<file path="src/rtl/rra_pkg.sv">
// Shared types, constants and functions of the raster to ASCII block
package rra_pkg;

    // Register file geometry
    localparam int CFG_DATA_W = 13;
    localparam int CFG_IDX_W  = 2;
    localparam int WIDTH_W    = 13;
    localparam int HEIGHT_W   = 13;
    localparam int ROWS_W     = 12;

    typedef enum logic [CFG_IDX_W-1:0] {
        CFG_IMAGE_WIDTH  = 2'd0,
        CFG_IMAGE_HEIGHT = 2'd1,
        CFG_OUT_ROWS     = 2'd2,
        CFG_REVERSE_RAMP = 2'd3
    } t_cfg_idx;

    localparam logic [WIDTH_W-1:0]  RST_IMAGE_WIDTH  = 13'd80;
    localparam logic [HEIGHT_W-1:0] RST_IMAGE_HEIGHT = 13'd1;
    localparam logic [ROWS_W-1:0]   RST_OUT_ROWS     = 12'd0;
    localparam logic                RST_REVERSE_RAMP = 1'b0;

    // Pixel and character payloads
    localparam int COLOR_W    = 8;
    localparam int CHAR_W     = 7;
    localparam int LUMA_SUM_W = 18;   // 299r+587g+114b peaks at 255000
    localparam int RAMP_LEN   = 10;
    localparam int RAMP_IDX_W = 4;

    typedef logic [COLOR_W-1:0]    t_color;
    typedef logic [CHAR_W-1:0]     t_char;
    typedef logic [LUMA_SUM_W-1:0] t_luma_sum;
    typedef logic [RAMP_IDX_W-1:0] t_ramp_idx;

    // Light-to-dark ramp " .:-=+*#&@"; the reversed ramp reads it backwards
    localparam t_char RAMP_FWD [RAMP_LEN] = '{
        7'h20, 7'h2E, 7'h3A, 7'h2D, 7'h3D, 7'h2B, 7'h2A, 7'h23, 7'h26, 7'h40
    };

    // Ramp step k is reached when luma >= ceil(255k/9), i.e. the weighted
    // sum reaches 1000 times that luma value
    localparam t_luma_sum SHADE_STEP [RAMP_LEN-1] = '{
        18'd29000, 18'd57000, 18'd85000, 18'd114000, 18'd142000,
        18'd170000, 18'd199000, 18'd227000, 18'd255000
    };

    // Per-transaction marks from the position tracker
    typedef struct packed {
        logic keep;
        logic eol;
        logic eof;
    } t_mark;

    // Weighted luma sum, scaled by 1000
    function automatic t_luma_sum luma_sum(input t_color r, input t_color g,
                                           input t_color b);
        luma_sum = LUMA_SUM_W'(r) * 18'd299 + LUMA_SUM_W'(g) * 18'd587
                 + LUMA_SUM_W'(b) * 18'd114;
    endfunction

    // Ramp index: number of shade steps that the sum reaches
    function automatic t_ramp_idx shade_index(input t_luma_sum sum);
        t_ramp_idx cnt;
        cnt = '0;
        for (int k = 0; k < RAMP_LEN - 1; k++) begin
            if (sum >= SHADE_STEP[k]) begin
                cnt = cnt + 1'b1;
            end
        end
        shade_index = cnt;
    endfunction

    // Character lookup, normal or reversed ramp
    function automatic t_char ramp_char(input t_ramp_idx idx, input logic rev);
        t_ramp_idx pos;
        pos = rev ? (RAMP_IDX_W'(RAMP_LEN - 1) - idx) : idx;
        ramp_char = RAMP_FWD[pos];
    endfunction

endpackage

</file>
<file path="src/rtl/rra_pix_if.sv">
// Pixel channel: valid/ready handshake with RGB24 payload and frame start mark
interface rra_pix_if;
    import rra_pkg::*;

    logic   valid;
    logic   ready;
    t_color red;
    t_color green;
    t_color blue;
    logic   start_of_frame;

    modport source (output valid, output red, output green, output blue,
                    output start_of_frame, input ready);
    modport sink   (input valid, input red, input green, input blue,
                    input start_of_frame, output ready);
endinterface

</file>
<file path="src/rtl/rra_chr_if.sv">
// Character channel: valid/ready handshake with ASCII code and line/frame marks
interface rra_chr_if;
    import rra_pkg::*;

    logic  valid;
    logic  ready;
    t_char char_code;
    logic  end_of_line;
    logic  end_of_frame;

    modport source (output valid, output char_code, output end_of_line,
                    output end_of_frame, input ready);
    modport sink   (input valid, input char_code, input end_of_line,
                    input end_of_frame, output ready);
endinterface

</file>
<file path="src/rtl/rra_tracker.sv">
// Source/output position tracking and nearest-neighbour sample selection
module rra_tracker #(
    parameter int OUT_COLS = 80,
    parameter int MAX_DIM  = 4096
) (
    input  logic                          i_clk,
    input  logic                          i_rst_n,
    input  logic                          i_accept,
    input  logic                          i_sof,
    input  logic [rra_pkg::WIDTH_W-1:0]   i_cfg_width,
    input  logic [rra_pkg::HEIGHT_W-1:0]  i_cfg_height,
    input  logic [rra_pkg::ROWS_W-1:0]    i_cfg_rows,
    output rra_pkg::t_mark                o_mark
);
    import rra_pkg::*;

    localparam int SRC_W  = $clog2(MAX_DIM);
    localparam int DIM_W  = $clog2(MAX_DIM + 1);
    localparam int OCOL_W = $clog2(OUT_COLS + 1);
    localparam int CACC_W = $clog2(OUT_COLS * MAX_DIM + 1);
    localparam int RACC_W = $clog2(MAX_DIM * MAX_DIM + 1);

    logic [SRC_W-1:0]  r_src_col, n_src_col, c_src_col;
    logic [SRC_W-1:0]  r_src_row, n_src_row, c_src_row;
    logic [CACC_W-1:0] r_col_scaled, n_col_scaled, c_col_scaled;
    logic [CACC_W-1:0] r_col_target, n_col_target, c_col_target;
    logic [OCOL_W-1:0] r_out_col, n_out_col, c_out_col;
    logic [RACC_W-1:0] r_row_scaled, n_row_scaled, c_row_scaled;
    logic [RACC_W-1:0] r_row_target, n_row_target, c_row_target;
    logic [DIM_W-1:0]  r_out_row, n_out_row, c_out_row;

    logic [31:0]      w32, h32, rows32;
    logic [DIM_W-1:0] w, h, rows;
    logic             row_kept, col_kept, eol;

    // Effective geometry after clamping the registers
    always_comb begin
        w32 = 32'(i_cfg_width);
        if (w32 < 32'(OUT_COLS)) begin
            w32 = 32'(OUT_COLS);
        end
        if (w32 > 32'(MAX_DIM)) begin
            w32 = 32'(MAX_DIM);
        end
        h32 = 32'(i_cfg_height);
        if (h32 < 32'd1) begin
            h32 = 32'd1;
        end
        if (h32 > 32'(MAX_DIM)) begin
            h32 = 32'(MAX_DIM);
        end
        rows32 = 32'(i_cfg_rows);
        if (rows32 > h32) begin
            rows32 = h32;
        end
        w    = DIM_W'(w32);
        h    = DIM_W'(h32);
        rows = DIM_W'(rows32);
    end

    // Frame start clears the position before the pixel is looked at
    always_comb begin
        c_src_col    = i_sof ? '0 : r_src_col;
        c_src_row    = i_sof ? '0 : r_src_row;
        c_col_scaled = i_sof ? '0 : r_col_scaled;
        c_col_target = i_sof ? '0 : r_col_target;
        c_out_col    = i_sof ? '0 : r_out_col;
        c_row_scaled = i_sof ? '0 : r_row_scaled;
        c_row_target = i_sof ? '0 : r_row_target;
        c_out_row    = i_sof ? '0 : r_out_row;
    end

    // Sample test: target position has been reached in this row and column
    always_comb begin
        row_kept = (c_out_row < rows)
                && ((RACC_W+1)'(c_row_target) < (RACC_W+1)'(c_row_scaled)
                                              + (RACC_W+1)'(rows));
        col_kept = (c_out_col < OCOL_W'(OUT_COLS))
                && ((CACC_W+1)'(c_col_target) < (CACC_W+1)'(c_col_scaled)
                                              + (CACC_W+1)'(OUT_COLS));
        eol = (c_out_col == OCOL_W'(OUT_COLS - 1));
        o_mark.keep = row_kept && col_kept;
        o_mark.eol  = eol;
        o_mark.eof  = eol && (c_out_row == rows - DIM_W'(1));
    end

    // Position update for the accepted pixel
    always_comb begin
        n_src_col    = c_src_col;
        n_src_row    = c_src_row;
        n_col_scaled = c_col_scaled;
        n_col_target = c_col_target;
        n_out_col    = c_out_col;
        n_row_scaled = c_row_scaled;
        n_row_target = c_row_target;
        n_out_row    = c_out_row;
        if (o_mark.keep) begin
            n_out_col    = c_out_col + OCOL_W'(1);
            n_col_target = c_col_target + CACC_W'(w);
        end
        if (DIM_W'(c_src_col) >= w - DIM_W'(1)) begin
            // end of source row
            if (row_kept) begin
                n_out_row    = c_out_row + DIM_W'(1);
                n_row_target = c_row_target + RACC_W'(h);
            end
            n_src_col    = '0;
            n_col_scaled = '0;
            n_col_target = '0;
            n_out_col    = '0;
            if (DIM_W'(c_src_row) >= h - DIM_W'(1)) begin
                // end of frame: wrap to the start of the next one
                n_src_row    = '0;
                n_row_scaled = '0;
                n_row_target = '0;
                n_out_row    = '0;
            end else begin
                n_src_row    = c_src_row + SRC_W'(1);
                n_row_scaled = c_row_scaled + RACC_W'(rows);
            end
        end else begin
            n_src_col    = c_src_col + SRC_W'(1);
            n_col_scaled = c_col_scaled + CACC_W'(OUT_COLS);
        end
    end

    always_ff @(posedge i_clk) begin
        if (!i_rst_n) begin
            r_src_col    <= '0;
            r_src_row    <= '0;
            r_col_scaled <= '0;
            r_col_target <= '0;
            r_out_col    <= '0;
            r_row_scaled <= '0;
            r_row_target <= '0;
            r_out_row    <= '0;
        end else if (i_accept) begin
            r_src_col    <= n_src_col;
            r_src_row    <= n_src_row;
            r_col_scaled <= n_col_scaled;
            r_col_target <= n_col_target;
            r_out_col    <= n_out_col;
            r_row_scaled <= n_row_scaled;
            r_row_target <= n_row_target;
            r_out_row    <= n_out_row;
        end
    end

endmodule

</file>
<file path="src/rtl/rra_shade.sv">
// Two-stage luma and ramp lookup pipeline with output register
module rra_shade (
    input  logic                  i_clk,
    input  logic                  i_rst_n,
    input  logic                  i_push,
    input  rra_pkg::t_color       i_red,
    input  rra_pkg::t_color       i_green,
    input  rra_pkg::t_color       i_blue,
    input  logic                  i_eol,
    input  logic                  i_eof,
    input  logic                  i_reverse,
    input  logic                  i_out_ready,
    output logic                  o_in_ready,
    output logic                  o_valid,
    output rra_pkg::t_char        o_char,
    output logic                  o_eol,
    output logic                  o_eof
);
    import rra_pkg::*;

    logic      r_a_valid;
    t_luma_sum r_a_sum;
    logic      r_a_eol, r_a_eof;
    logic      r_b_valid;
    t_char     r_b_char;
    logic      r_b_eol, r_b_eof;
    logic      b_take;
    t_char     n_b_char;

    // Each stage moves when the stage after it has room
    assign b_take     = !r_b_valid || i_out_ready;
    assign o_in_ready = !r_a_valid || b_take;

    // Stage A: weighted luma sum
    always_ff @(posedge i_clk) begin
        if (!i_rst_n) begin
            r_a_valid <= 1'b0;
        end else if (o_in_ready) begin
            r_a_valid <= i_push;
        end
        if (o_in_ready && i_push) begin
            r_a_sum <= luma_sum(i_red, i_green, i_blue);
            r_a_eol <= i_eol;
            r_a_eof <= i_eof;
        end
    end

    // Stage B: ramp index and character into the output register
    assign n_b_char = ramp_char(shade_index(r_a_sum), i_reverse);

    always_ff @(posedge i_clk) begin
        if (!i_rst_n) begin
            r_b_valid <= 1'b0;
        end else if (b_take) begin
            r_b_valid <= r_a_valid;
        end
        if (b_take && r_a_valid) begin
            r_b_char <= n_b_char;
            r_b_eol  <= r_a_eol;
            r_b_eof  <= r_a_eof;
        end
    end

    assign o_valid = r_b_valid;
    assign o_char  = r_b_char;
    assign o_eol   = r_b_eol;
    assign o_eof   = r_b_eof;

endmodule

</file>
<file path="src/rtl/rgb_raster_to_ascii_art.sv">
// Top level: RGB raster pixels in, nearest-neighbour ASCII art characters out
//
// i_pix carries RGB24 pixels in raster order; start_of_frame marks the first
// pixel of a frame. Every pixel is a transaction, but only the pixels on the
// sampling grid (OUT_COLS columns by out_rows rows) produce a character on
// o_chr, tagged with end_of_line and end_of_frame.
// Configuration is written through i_cfg_we/i_cfg_index/i_cfg_data:
// image_width, image_height, out_rows, reverse_ramp. The user is to write it
// only while the block is idle; the block itself does not enforce this.
// A character passes the luma sum register and then the output register.
// Throughput: one pixel per clock while i_pix.ready is high; the position
// update of the tracker is a combinational accumulate and compare per pixel.
// Reset (synchronous) restores the register defaults, clears the position to
// column 0 of row 0 and empties the pipeline.
// When o_chr stalls, the two stages fill up and i_pix.ready drops only once
// both hold a character; pixels that give no character still need ready.
module rgb_raster_to_ascii_art #(
    parameter int OUT_COLS = 80,
    parameter int MAX_DIM  = 4096
) (
    input  logic                             i_clk,
    input  logic                             i_rst_n,
    input  logic                             i_cfg_we,
    input  rra_pkg::t_cfg_idx                i_cfg_index,
    input  logic [rra_pkg::CFG_DATA_W-1:0]   i_cfg_data,
    rra_pix_if.sink                          i_pix,
    rra_chr_if.source                        o_chr
);
    import rra_pkg::*;

    logic [WIDTH_W-1:0]  r_image_width;
    logic [HEIGHT_W-1:0] r_image_height;
    logic [ROWS_W-1:0]   r_out_rows;
    logic                r_reverse_ramp;
    logic                accept;
    logic                in_ready;
    t_mark               mark;

    // Configuration registers
    always_ff @(posedge i_clk) begin
        if (!i_rst_n) begin
            r_image_width  <= RST_IMAGE_WIDTH;
            r_image_height <= RST_IMAGE_HEIGHT;
            r_out_rows     <= RST_OUT_ROWS;
            r_reverse_ramp <= RST_REVERSE_RAMP;
        end else if (i_cfg_we) begin
            unique case (i_cfg_index)
                CFG_IMAGE_WIDTH: begin
                    r_image_width <= i_cfg_data[WIDTH_W-1:0];
                end
                CFG_IMAGE_HEIGHT: begin
                    r_image_height <= i_cfg_data[HEIGHT_W-1:0];
                end
                CFG_OUT_ROWS: begin
                    r_out_rows <= i_cfg_data[ROWS_W-1:0];
                end
                CFG_REVERSE_RAMP: begin
                    r_reverse_ramp <= i_cfg_data[0];
                end
            endcase
        end
    end

    assign accept      = i_pix.valid && in_ready;
    assign i_pix.ready = in_ready;

    rra_tracker #(
        .OUT_COLS (OUT_COLS),
        .MAX_DIM  (MAX_DIM)
    ) u_tracker (
        .i_clk        (i_clk),
        .i_rst_n      (i_rst_n),
        .i_accept     (accept),
        .i_sof        (i_pix.start_of_frame),
        .i_cfg_width  (r_image_width),
        .i_cfg_height (r_image_height),
        .i_cfg_rows   (r_out_rows),
        .o_mark       (mark)
    );

    rra_shade u_shade (
        .i_clk       (i_clk),
        .i_rst_n     (i_rst_n),
        .i_push      (accept && mark.keep),
        .i_red       (i_pix.red),
        .i_green     (i_pix.green),
        .i_blue      (i_pix.blue),
        .i_eol       (mark.eol),
        .i_eof       (mark.eof),
        .i_reverse   (r_reverse_ramp),
        .i_out_ready (o_chr.ready),
        .o_in_ready  (in_ready),
        .o_valid     (o_chr.valid),
        .o_char      (o_chr.char_code),
        .o_eol       (o_chr.end_of_line),
        .o_eof       (o_chr.end_of_frame)
    );

endmodule

</file>
<file path="src/flat_wrapper.sv">
// flat-port wrapper written by rule: the top's interface ports become plain ports
module rgb_raster_to_ascii_art_flat import rra_pkg::*;
#(
    parameter int OUT_COLS = 80,
    parameter int MAX_DIM  = 4096
)
  (i_clk, i_rst_n, i_cfg_we, i_cfg_index, i_cfg_data, i_pix_valid, i_pix_red, i_pix_green, i_pix_blue, i_pix_start_of_frame, i_pix_ready, o_chr_valid, o_chr_char_code, o_chr_end_of_line, o_chr_end_of_frame, o_chr_ready);
  rra_pix_if i_pix_i ();
  rra_chr_if o_chr_i ();
  input  logic i_clk;
  input  logic i_rst_n;
  input  logic i_cfg_we;
  input  rra_pkg::t_cfg_idx i_cfg_index;
  input  logic [rra_pkg::CFG_DATA_W-1:0] i_cfg_data;
  input wire logic [$bits(i_pix_i.valid)-1:0] i_pix_valid;
  input wire logic [$bits(i_pix_i.red)-1:0] i_pix_red;
  input wire logic [$bits(i_pix_i.green)-1:0] i_pix_green;
  input wire logic [$bits(i_pix_i.blue)-1:0] i_pix_blue;
  input wire logic [$bits(i_pix_i.start_of_frame)-1:0] i_pix_start_of_frame;
  output wire logic [$bits(i_pix_i.ready)-1:0] i_pix_ready;
  output wire logic [$bits(o_chr_i.valid)-1:0] o_chr_valid;
  output wire logic [$bits(o_chr_i.char_code)-1:0] o_chr_char_code;
  output wire logic [$bits(o_chr_i.end_of_line)-1:0] o_chr_end_of_line;
  output wire logic [$bits(o_chr_i.end_of_frame)-1:0] o_chr_end_of_frame;
  input wire logic [$bits(o_chr_i.ready)-1:0] o_chr_ready;
  assign i_pix_i.valid = i_pix_valid;
  assign i_pix_i.red = i_pix_red;
  assign i_pix_i.green = i_pix_green;
  assign i_pix_i.blue = i_pix_blue;
  assign i_pix_i.start_of_frame = i_pix_start_of_frame;
  assign i_pix_ready = i_pix_i.ready;
  assign o_chr_valid = o_chr_i.valid;
  assign o_chr_char_code = o_chr_i.char_code;
  assign o_chr_end_of_line = o_chr_i.end_of_line;
  assign o_chr_end_of_frame = o_chr_i.end_of_frame;
  assign o_chr_i.ready = o_chr_ready;
  rgb_raster_to_ascii_art #(.OUT_COLS(OUT_COLS), .MAX_DIM(MAX_DIM)) u_core (.i_clk(i_clk), .i_rst_n(i_rst_n), .i_cfg_we(i_cfg_we), .i_cfg_index(i_cfg_index), .i_cfg_data(i_cfg_data), .i_pix(i_pix_i), .o_chr(o_chr_i));
endmodule
</file>
<file path="config.mk">
export PLATFORM = sky130hd
export DESIGN_NAME = rgb_raster_to_ascii_art_flat
export DESIGN_NICKNAME = d
export VERILOG_FILES = /design/src/rtl/rra_pkg.sv /design/src/rtl/rra_pix_if.sv /design/src/rtl/rra_chr_if.sv /design/src/rtl/rra_tracker.sv /design/src/rtl/rra_shade.sv /design/src/rtl/rgb_raster_to_ascii_art.sv /design/src/flat_wrapper.sv
export SDC_FILE = /design/constraint.sdc
export NUM_CORES = 1
export LEC_CHECK = 0
export BUFFER_PORTS_ARGS = -buffer_cell sky130_fd_sc_hd__buf_2
export CORE_ASPECT_RATIO = 0.9
export CORE_MARGIN = 2
export CORE_UTILIZATION = 55
export DETAILED_ROUTE_END_ITERATION = 16
export PLACE_DENSITY = 0.72
export SLEW_MARGIN = 15
export SYNTH_ARGS = -nofsm -noshare
export SYNTH_HDL_FRONTEND = slang
export SYNTH_SLANG_ARGS = --single-unit
export TNS_END_PERCENT = 10
</file>
<file path="constraint.sdc">
create_clock -name i_clk -period 19.39 [get_ports i_clk]
set_input_delay 1.939 -clock i_clk [delete_from_list [all_inputs] [get_ports i_clk]]
set_output_delay 1.939 -clock i_clk [all_outputs]
set_load 0.01 [all_outputs]
</file>
# After elaboration in Yosys (flattened, before gate mapping)
# Memory sizes are Yosys's and may differ from the RTL's. A register that Yosys moved wholly into a read port is not among the register bits.
# Index checks and enable logic that the tools add are counted.
[classes]
reduce_logical = 17
n_lt_le_gt_ge = 20
muxes = 39
multipliers = 3
bitwise = 1
add_sub_neg = 24
shift = 0
n_div = 0
n_eq_ne = 5
[op_table]
columns = ["cell", "n"]
rows = [
  ["two-way mux 25 bit", 7],
  ["two-way mux 13 bit", 9],
  ["two-way mux 19 bit", 5],
  ["greater-or-equal comparator 18 bit, second input constant", 5],
  ["> comparator 32 x 13 -> 1 bit, second input constant", 2],
  ["two-way mux 12 bit", 5],
  ["adder 25 x 13 -> 25 bit", 2],
  ["subtractor 13 x 1 -> 13 bit, second input constant", 3],
  ["greater-or-equal comparator 18 x 17 -> 1 bit, second input constant", 2],
  ["two-way mux 4 bit", 9],
  ["adder 4 x 1 -> 4 bit, second input constant", 8],
  ["> comparator 12 x 32 -> 1 bit", 1],
  ["adder 25 x 13 -> 26 bit", 1],
  ["greater-or-equal comparator 12 x 13 -> 1 bit", 2],
  ["less-than comparator 25 x 26 -> 1 bit", 1],
  ["adder 12 x 1 -> 12 bit, second input constant", 2],
  ["two-way mux 7 bit", 3],
  ["adder 19 x 7 -> 20 bit, second input constant", 1],
  ["less-than comparator 19 x 20 -> 1 bit", 1],
  ["adder 19 x 13 -> 19 bit", 1],
  ["adder 19 x 7 -> 19 bit, second input constant", 1],
  ["adder 17 x 18 -> 18 bit", 1],
  ["adder 18 x 15 -> 18 bit", 1],
  ["greater-or-equal comparator 18 x 15 -> 1 bit, second input constant", 1],
  ["22 further kinds", 35],
]
[totals]
out_inout_bits = 11
memories = 1
ff_bits = 195
mem_bits_rw = 0
mem_bits_ro = 112
latch_bits = 0
inputBits = 45
word_cells = 129
[memory_table]
columns = ["name", "depth", "width", "rd", "rd_ports_with_merged_regs", "write_ports", "line", "source"]
rows = [
  ["(name not given)", 16, 7, 1, 1, 0, "rra_pkg.sv:77", "ramp_char = RAMP_FWD[pos];"],
]

# Longest topological paths before layout
# Gate-level depths: netlist of the first run.
[depth]
word_depth = 21
depth_mapped = 46
mapped_depth_nobuf = 41

# Cells and area by module
# From an unflattened synthesis of the first run, not the netlist that was laid out.
[unflattened]
hier_cells = 2410
hier_area_um2 = 19710.2
[modules_own_cells]
columns = ["mod", "seq_area_each_um2", "cells_each", "instances", "area_each_um2"]
rows = [
  ["rra_tracker", 2642.5, 1656, 1, 12275.5],
  ["rra_shade", 820.8, 605, 1, 5918.2],
  ["rgb_raster_to_ascii_art", 780.7, 149, 1, 1516.5],
]

# Worst setup path before layout of the first run
# No wires, ideal clock.
[synth_timing]
path_type = "register -> register"
startpoint = "register u_core.r_image_height[12]"
endpoint = "register u_core.u_tracker.r_out_col[6]"
path_stages_with_launch = 46
t_required_ps = 19311
slack_ps = 10885
setup_time_ps = 79
arrival_ps = 8426
synth_period_minus_slack_ps = 8505
n_path_buf = 7
path_cell_list = "dfxtp_1 clkbuf_1 clkbuf_1 clkbuf_1 nor2b_1 inv_1 ha_1 nor2b_1 o21a_1 o21a_1 o21bai_1 a21oi_1 o31ai_2 buf_2 clkbuf_1 nand2_1 o21a_1 inv_1 [10 not listed] nor4_1 nor3_1 clkbuf_1 nand3_1 xnor2_1 nand2_1 ha_1 nor2b_1 o21ai_0 nand2b_1 a41oi_1 o21ai_0 o221a_4 a211o_4 buf_4 nor2_1 a41oi_1 nor3_1"
[synth_between]
elab_chain_len = 12
word_cells_on_any_way = 13
cone_classes = "add/sub (1); order compare (5); mux (5); reduce/logical (2)"
[synth_lines]
columns = ["item", "line", "source"]
rows = [
  ["from (decl)", "rgb_raster_to_ascii_art.sv:32", "logic [HEIGHT_W-1:0] r_image_height;"],
  ["from (signal assigned)", "rgb_raster_to_ascii_art.sv:52", "r_image_height <= i_cfg_data[HEIGHT_W-1:0];"],
  ["less-than comparator 13 x 1 -> 1 bit", "rra_tracker.sv:46", "if (h32 < 32'd1) begin"],
  ["two-way mux 13 bit (*)", "rra_tracker.sv:46", ""],
  ["> comparator 32 x 13 -> 1 bit", "rra_tracker.sv:49", "if (h32 > 32'(MAX_DIM)) begin"],
  ["two-way mux 13 bit (*)", "rra_tracker.sv:49", ""],
  ["> comparator 12 x 32 -> 1 bit", "rra_tracker.sv:53", "if (rows32 > h32) begin"],
  ["two-way mux 13 bit (*)", "rra_tracker.sv:53", ""],
  ["adder 25 x 13 -> 26 bit", "rra_tracker.sv:77", "+ (RACC_W+1)'(rows));"],
  ["less-than comparator 25 x 26 -> 1 bit", "rra_tracker.sv:76", "&& ((RACC_W+1)'(c_row_target) < (RACC_W+1)'(c_row_scaled)"],
  ["logical AND 1 bit (*)", "rra_tracker.sv:76", ""],
  ["logical AND 1 bit (*)", "rra_tracker.sv:82", "o_mark.keep = row_kept && col_kept;"],
  ["two-way mux 7 bit (*)", "rra_tracker.sv:97", "if (o_mark.keep) begin"],
  ["two-way mux 7 bit (*)", "rra_tracker.sv:101", "if (DIM_W'(c_src_col) >= w - DIM_W'(1)) begin"],
  ["to (signal assigned)", "rra_tracker.sv:142", "r_out_col <= n_out_col;"],
  ["to (decl)", "rra_tracker.sv:27", "logic [OCOL_W-1:0] r_out_col, n_out_col, c_out_col;"],
]
# Every way passes the cells marked *; elsewhere a longest branch is shown, timed or not.
# A chain may end at the register's enable or synchronous reset.

# Worst setup path after layout of the first run
[layout_timing]
startpoint = "register u_core.r_image_height[8]"
endpoint = "register u_core.u_tracker.r_out_col[6]"
# Same word-level chain as after synthesis.

==> summary.txt, run 1 <==
Route
  • Initial DRC count: 1444
  • Antenna Nets Post-Route: 0
  • Drt wl/cell: 17.2 µm
  • Routed vias: 16.6k
  • Drt first pass iters: 6
  • Total routed wirelength: 48.6 mm
  • Detailed-route DRC error count: 0
  • Mean number of vias per cell: 5.90

Layout
  • Finished Layout Cells: 2820
  • Area of the multi-input gates: 0.0137 mm²
  • Most frequent cells in the layout: nand2_1, ha_1, inv_1, a21oi_1, dfxtp_1
  • Register area: 0.00424 mm²
  • Layout Nets: 2719
  • N_diodes: 0
  • Fill count: 3055
  • Area added between synthesis and finish: 6.11%
  • Most common cell after layout, fill and taps aside: nand2_1
  • Share of cells above drive strength 1: 6.66%

Clock network
  • CTS root buf: clkbuf_16
  • Clk_lat worst skew: 460 ps
  • Clk buf depth: 2
  • Htree depth: 4
  • Post-CTS Setup Bufs: 0
  • CTS Sinks: 199
  • CTS tree: built
  • Post-CTS sizing: 0
  • Num CTS Buffers: 17
  • Post-CTS Hold Fix Bufs: 0
  • Clock transition at path regs: 80 ps

Critical path
  • R2R setup slack: 10680 ps
  • Setup crit end kind: register
  • Bufs and invs on worst path: 3
  • Arr. time, crit path: 9090 ps
  • Critical Path RT: 19770 ps
  • Critical Path Most Common Cell: o21ai_0
  • Setup CP Type: register to register
  • CP max FO: 44
  • Slowest cell on crit path: nor2_2
  • Family with the most delay on the worst path: compound AO/OA/AOI/OAI gates
  • Slowest stage delay, CP: 760 ps
  • Setup crit start kind: register

Flow run
  • Max Cap Viol: 0

Global routing
  • First-pass GRT wire length: 80.1 mm
  • Initial antenna violation count: 0
  • Grt total ovfl: 0
  • Largest net degree at the start of global routing: 64
  • GRT Total Usage: 27.0%
  • Vias in the first global route: 15.7k

Yosys
  • Post-Syn Nets: 2721
  • Synth Instances: 2347
  • Synth Flop Type: dfxtp_1
  • Mapped cell area: 0.0191 mm²
  • Number of flops mapped to enable cells by yosys: 26
  • Average size of a mapped cell: 8.15 µm²
  • Share of synthesized flip-flops with an asynchronous set or reset: 0%
  • Post-synthesis register bit count: 199
  • Post-synthesis cell type count: 93
  • Syn. warnings: 0
  • Seq/Total Area, Yosys: 22.2%

STA
  • Fin. max-slew vios: 0
  • Slew Limit Headroom: 23.1%
  • Final Hold Fails: 0
  • Fin Hold WS: 451 ps
  • Final setup fails: 0
  • Fin crit share: 44.9%
  • Worst-Margin Slew: 1140 ps
  • Fmax: 115 MHz
  • Final Critical Period: 8710 ps
  • TNS Setup: 0 ps
  • RSZ-0062 raised after global routing: false
  • Worst Skew: 15.5 ps

Placed design
  • PortBufs: 55
  • Post-DP HPWL: 37.5 mm
  • Routability cong.: 0.928
  • Placed Cells: 2788

Die
  • DIE WIDTH: 201 µm
  • Die ar.: 0.0363 mm²
  • Top Ports: 56
  • Core area: 0.0341 mm²
  • Die height: 181 µm
  • Site Rows: 64
  • Initial core utilization: 56.1%

Power and ir drop
  • Worst vdd rail ir drop: 127 µV
  • P_leak: 0.00888 µW
  • PnR Total Power: 2550 µW
  • Power density over cell area: 125 mW/mm²

Min path
  • Worst hold path class: register to register

Status
  • Run status: complete, no violations
-- power by group --
| part | switching, µW | total, µW | internal [µW] |
|---|---|---|---|
| logic | 906 | 1620 | 713 |
| clock network | 177 | 345 | 168 |
| registers | 47.3 | 583 | 536 |
-- worst min-delay path, stage by stage (launching register included) --
cell     delay [ps]
dfxtp_1         320
nand2_1          40
o21ai_0          50
-- registers in the layout, summed over array words and instances (netlist names), 13 cells and up --
register                       count
u_core.r_image_height             13
u_core.u_tracker.r_out_row        13
u_core.u_tracker.r_row_scaled     25
u_core.u_tracker.r_row_target     25
u_core.u_shade.r_a_sum            15
u_core.r_image_width              13
u_core.u_tracker.r_col_target     19
u_core.u_tracker.r_col_scaled     19
-- cells by family (layout without fill, tap and decap cells) --
logic type | Yosys count | after routing | synth area share [%]
adders and majority gates | 329 | 329 | 24.5
DFF | 199 | 199 | 22.2
and+or+nand+nor | 822 | 822 | 21.2
xor gates and xnor gates | 126 | 126 | 6.07
AOI/OAI and AO/OA | 528 | 528 | 18.3
buffers and inverters | 313 | 324 | 6.29
other | 2 | 2 | 0.0392
muxes | 28 | 28 | 1.48
-- metrics by stage --
stage | util (%) | instance area, µm² | setup slack (ps)
6_report | 59.5 | 20300 | 10680
2_1_floorplan | - | 19100 | 10880
5_1_grt | 59.5 | 20300 | 9960
3_5_place_dp | 57.9 | 19800 | 10760
4_1_cts | 59.5 | 20300 | 10730
3_3_place_gp | 57.9 | 19800 | 11070
-- layout make-up --
| type | count | area share, % |
|---|---|---|
| Multi-Input combinational cell | 1835 | 67.5 |
| Sequential cell | 199 | 20.9 |
| Inverter | 222 | 4.11 |
| Tap cell | 462 | 2.85 |
| Clock buffer | 18 | 2.11 |
| Timing Repair Buffer | 70 | 1.92 |
| Clock inverter | 14 | 0.561 |
-- synthesized netlist by cell type (25+ instances only) --
library cell  number  area (µm²)
edfxtp_1          26         781
nand4_1           26         163
o21a_1            27         203
inv_1            222         833
a21o_1            38         285
ha_1             254        3180
xnor2_1           83         727
clkbuf_1          72         270
nand2_1          266         998
xor2_1            38         333
a21oi_1          174         871
fa_1              75        1500
nor2_1           164         616
dfxtp_1          173        3460
mux2i_1           25         250
nor3_1            54         270
o21ai_0           99         495
nor2b_1          107         669
nand3_1           61         305
-- metal layers --
| layer | share of wire [%] | GRT usage, % |
|---|---|---|
| met5 | 0 | 0 |
| met1 | 48 | 39.5 |
| met4 | 1.6 | 6.43 |
| met2 | 44 | 42.1 |
| met3 | 6.6 | 3.57 |
-- final timing paths --
| path | endpoint | start | cells past startpoint |
|---|---|---|---|
| max | u_core.u_tracker.r_out_col[6] | u_core.r_image_height[8] | 40 |
| min reg2reg | u_core.u_tracker.r_col_target[11] | u_core.u_tracker.r_col_target[11] | 2 |
| min | u_core.u_tracker.r_col_target[11] | u_core.u_tracker.r_col_target[11] | 2 |
| max reg2reg | u_core.u_tracker.r_out_col[6] | u_core.r_image_height[8] | 40 |
Power figures use the tool's default switching activity.
==> inputs of run 2 (changes only) <==
--- a/config.mk
+++ b/config.mk
@@ -10,7 +10,7 @@
 export CORE_MARGIN = 2
 export CORE_UTILIZATION = 55
 export DETAILED_ROUTE_END_ITERATION = 16
-export PLACE_DENSITY = 0.72
+export PLACE_DENSITY = 0.75
 export SLEW_MARGIN = 15
 export SYNTH_ARGS = -nofsm -noshare
 export SYNTH_HDL_FRONTEND = slang
==> constraint.sdc (replaced) <==
create_clock -name i_clk -period 7.9 [get_ports i_clk]
set_input_delay 0.79 -clock i_clk [delete_from_list [all_inputs] [get_ports i_clk]]
set_output_delay 0.79 -clock i_clk [all_outputs]
set_load 0.01 [all_outputs]
==> run 2 against run 1 <==
  * Die area is the same
  * Clock-buffer cell count down 1
  * First-iteration DRC count fell by 17%
  * Worst hold slack lost 1.1 ps
  * Highest routed layer unchanged
==> summary.txt, run 2 (synthesis gave the netlist of run 1 again) <==
Clock network
  • CTS Sinks: 199 (unchanged)
  • Post-CTS Hold Fix Bufs: 0 (unchanged)
  • CTS root buf: clkbuf_16 (unchanged)
  • Clk_lat worst skew: 460 ps (about the same)
  • Clock transition at path regs: 80 ps (about the same)
  • CTS tree: built (unchanged)
  • Num CTS Buffers: 17 (unchanged)
  • Clk buf depth: 2 (unchanged)
  • Htree depth: 4 (unchanged)

Layout
  • Most common cell after layout, fill and taps aside: nand2_1 (unchanged)
  • Most frequent cells in the layout: nand2_1, ha_1, inv_1, dfxtp_1, a21oi_1 (was nand2_1, ha_1, inv_1, a21oi_1, dfxtp_1)
  • Top flop regs: u_core.u_tracker.r_row_scaled x25, u_core.u_tracker.r_row_target x25 (unchanged)
  • Core Util, Final: 60.8% (was 59.5%)
  • N_diodes: 0 (unchanged)
  • Share of cells above drive strength 1: 8.81% (was 6.66%)
  • Fill count: 3011 (was 3055)
  • Layout Nets: 2757 (was 2719)
  • Area added between synthesis and finish: 8.42% (was 6.11%)
  • Final Cell Area: 0.0207 mm² (was 0.0203 mm²)

STA
  • Fmax: 135 MHz (was 115 MHz)
  • Slew Limit Headroom: 21.4% (was 23.1%)
  • Final worst slack: 476 ps (was 10680 ps)
  • Final Hold Fails: 0 (unchanged)
  • Final setup fails: 0 (unchanged)
  • Worst Skew: 13.5 ps (was 15.5 ps)
  • Fin. max-slew vios: 0 (unchanged)
  • Worst-Margin Slew: 1180 ps (was 1140 ps)
  • Final Critical Period: 7420 ps (was 8710 ps)
  • Fin crit share: 94.0% (was 44.9%)

Critical path
  • CP max FO: 43 (was 44)
  • Arr. time, crit path: 7830 ps (was 9090 ps)
  • Setup CP Type: register to register (unchanged)
  • Slowest cell on crit path: or4_1 (was nor2_2)
  • Setup crit end kind: register (unchanged)
  • Slowest stage delay, CP: 480 ps (was 760 ps)
  • Setup crit start kind: register (unchanged)
  • Critical Path RT: 8300 ps (was 19770 ps)

Global routing
  • GRT Total Usage: 26.7% (was 27.0%)
  • Vias in the first global route: 16.2k (was 15.7k)
  • Grt total ovfl: 0 (unchanged)
  • Initial antenna violation count: 0 (unchanged)
  • Largest net degree at the start of global routing: 64 (unchanged)
  • First-pass GRT wire length: 79.9 mm (was 80.1 mm)

Die
  • Die ar.: 0.0363 mm² (unchanged)
  • Initial core utilization: 56.1% (unchanged)
  • Site Rows: 64 (unchanged)
  • DIE WIDTH: 201 µm (unchanged)
  • Core area: 0.0341 mm² (unchanged)
  • Die height: 181 µm (unchanged)
  • Top Ports: 56 (unchanged)

Min path
  • Worst hold path class: register to register (unchanged)

Placed design
  • Routability cong.: 0.924 (was 0.928)
  • Area post-placement: 0.0200 mm² (was 0.0198 mm²)
  • Pre-CTS WS: -426 ps (was 10760 ps)
  • Post-DP HPWL: 37.2 mm (was 37.5 mm)
  • PortBufs: 55 (unchanged)

Route
  • Drt wl/cell: 16.9 µm (was 17.2 µm)
  • Mean number of vias per cell: 5.92 (was 5.90)
  • Antenna Nets Post-Route: 0 (unchanged)
  • Drt first pass iters: 7 (was 6)
  • Routed vias: 16.9k (was 16.6k)
  • Initial DRC count: 1198 (was 1444)
  • Total routed wirelength: 48.4 mm (was 48.6 mm)
  • Detailed-route DRC error count: 0 (unchanged)

Power and ir drop
  • Power density over cell area: 310 mW/mm² (was 125 mW/mm²)
  • P_leak: 0.00910 µW (was 0.00888 µW)
  • Worst vdd rail ir drop: 358 µV (was 127 µV)
  • PnR Total Power: 6420 µW (was 2550 µW)

Flow run
  • Max Cap Viol: 0 (unchanged)

Status
  • Run status: complete, no violations (unchanged)
==> run 2: path summary, 6_finish.rpt <==
kind	startpoint	endpoint	slack, ps	cells past startpoint
max	u_core.r_image_height[2]	u_core.u_tracker.r_col_target[18]	480	42
min	u_core.u_tracker.r_out_row[4]	u_core.u_tracker.r_out_row[4]	450	2
max reg2reg	u_core.r_image_height[2]	u_core.u_tracker.r_col_target[18]	480	42
min reg2reg	u_core.u_tracker.r_out_row[4]	u_core.u_tracker.r_out_row[4]	450	2
==> run 2: area by class of cell <==
class | count | area [µm²] | area share [%]
clock inverter | 15 | 168 | 0.808
timing repair buffer | 108 | 683 | 3.29
multi-input combinational | 1835 | 13800 | 66.6
clock buffer | 17 | 425 | 2.05
sequential | 199 | 4240 | 20.5
tap | 462 | 578 | 2.79
inverter | 222 | 835 | 4.02
==> run 2: where the power goes <==
part	total (µW)	internal [µW]	switching [µW]	leakage (µW)
clock	903	475	428	0.000287
sequential	1420	1310	106	0.00164
combinational	4100	1820	2280	0.00717
==> run 2: repair_timing <==
action | 4_1_cts | 5_1_grt
pin swaps | 1 | 7
buffers inserted | 3 | 5
endpoints found under the setup margin | 66 | 88
gates cloned | 0 | 0
gates resized for setup | 2 | 27
==> run 2: through the flow <==
step / instances / setup TNS, ps / hold WS, ps
floorplan: 2347 / 0 / 400
global placement: 2818 / -1200 / 427
detailed placement: 2818 / -9730 / 435
CTS: 2853 / 0 / 451
global route: 2858 / -192 / 472
finish: 2858 / 0 / 450
==> run 2: worst max-delay path: cells and delay by family (launching register included) <==
family	cells	cell delay, ps
AND/OR/NAND/NOR	17	2710
AO/OA/AOI/OAI	17	2710
adder cells (fa/ha/maj)	4	1060
buffers and inverters	3	370
flip-flops	1	350
XOR/XNOR	1	160
==> run 2: layer usage <==
metal | part of all wire (%) | vias up | track usage [%]
met5 | 0 | - | 0
met4 | 1.9 | 0 | 7.70
met3 | 6.9 | 69 | 4.24
met2 | 44 | 567 | 42.4
met1 | 47 | 8059 | 37.6
li1 | - | 8223 | -
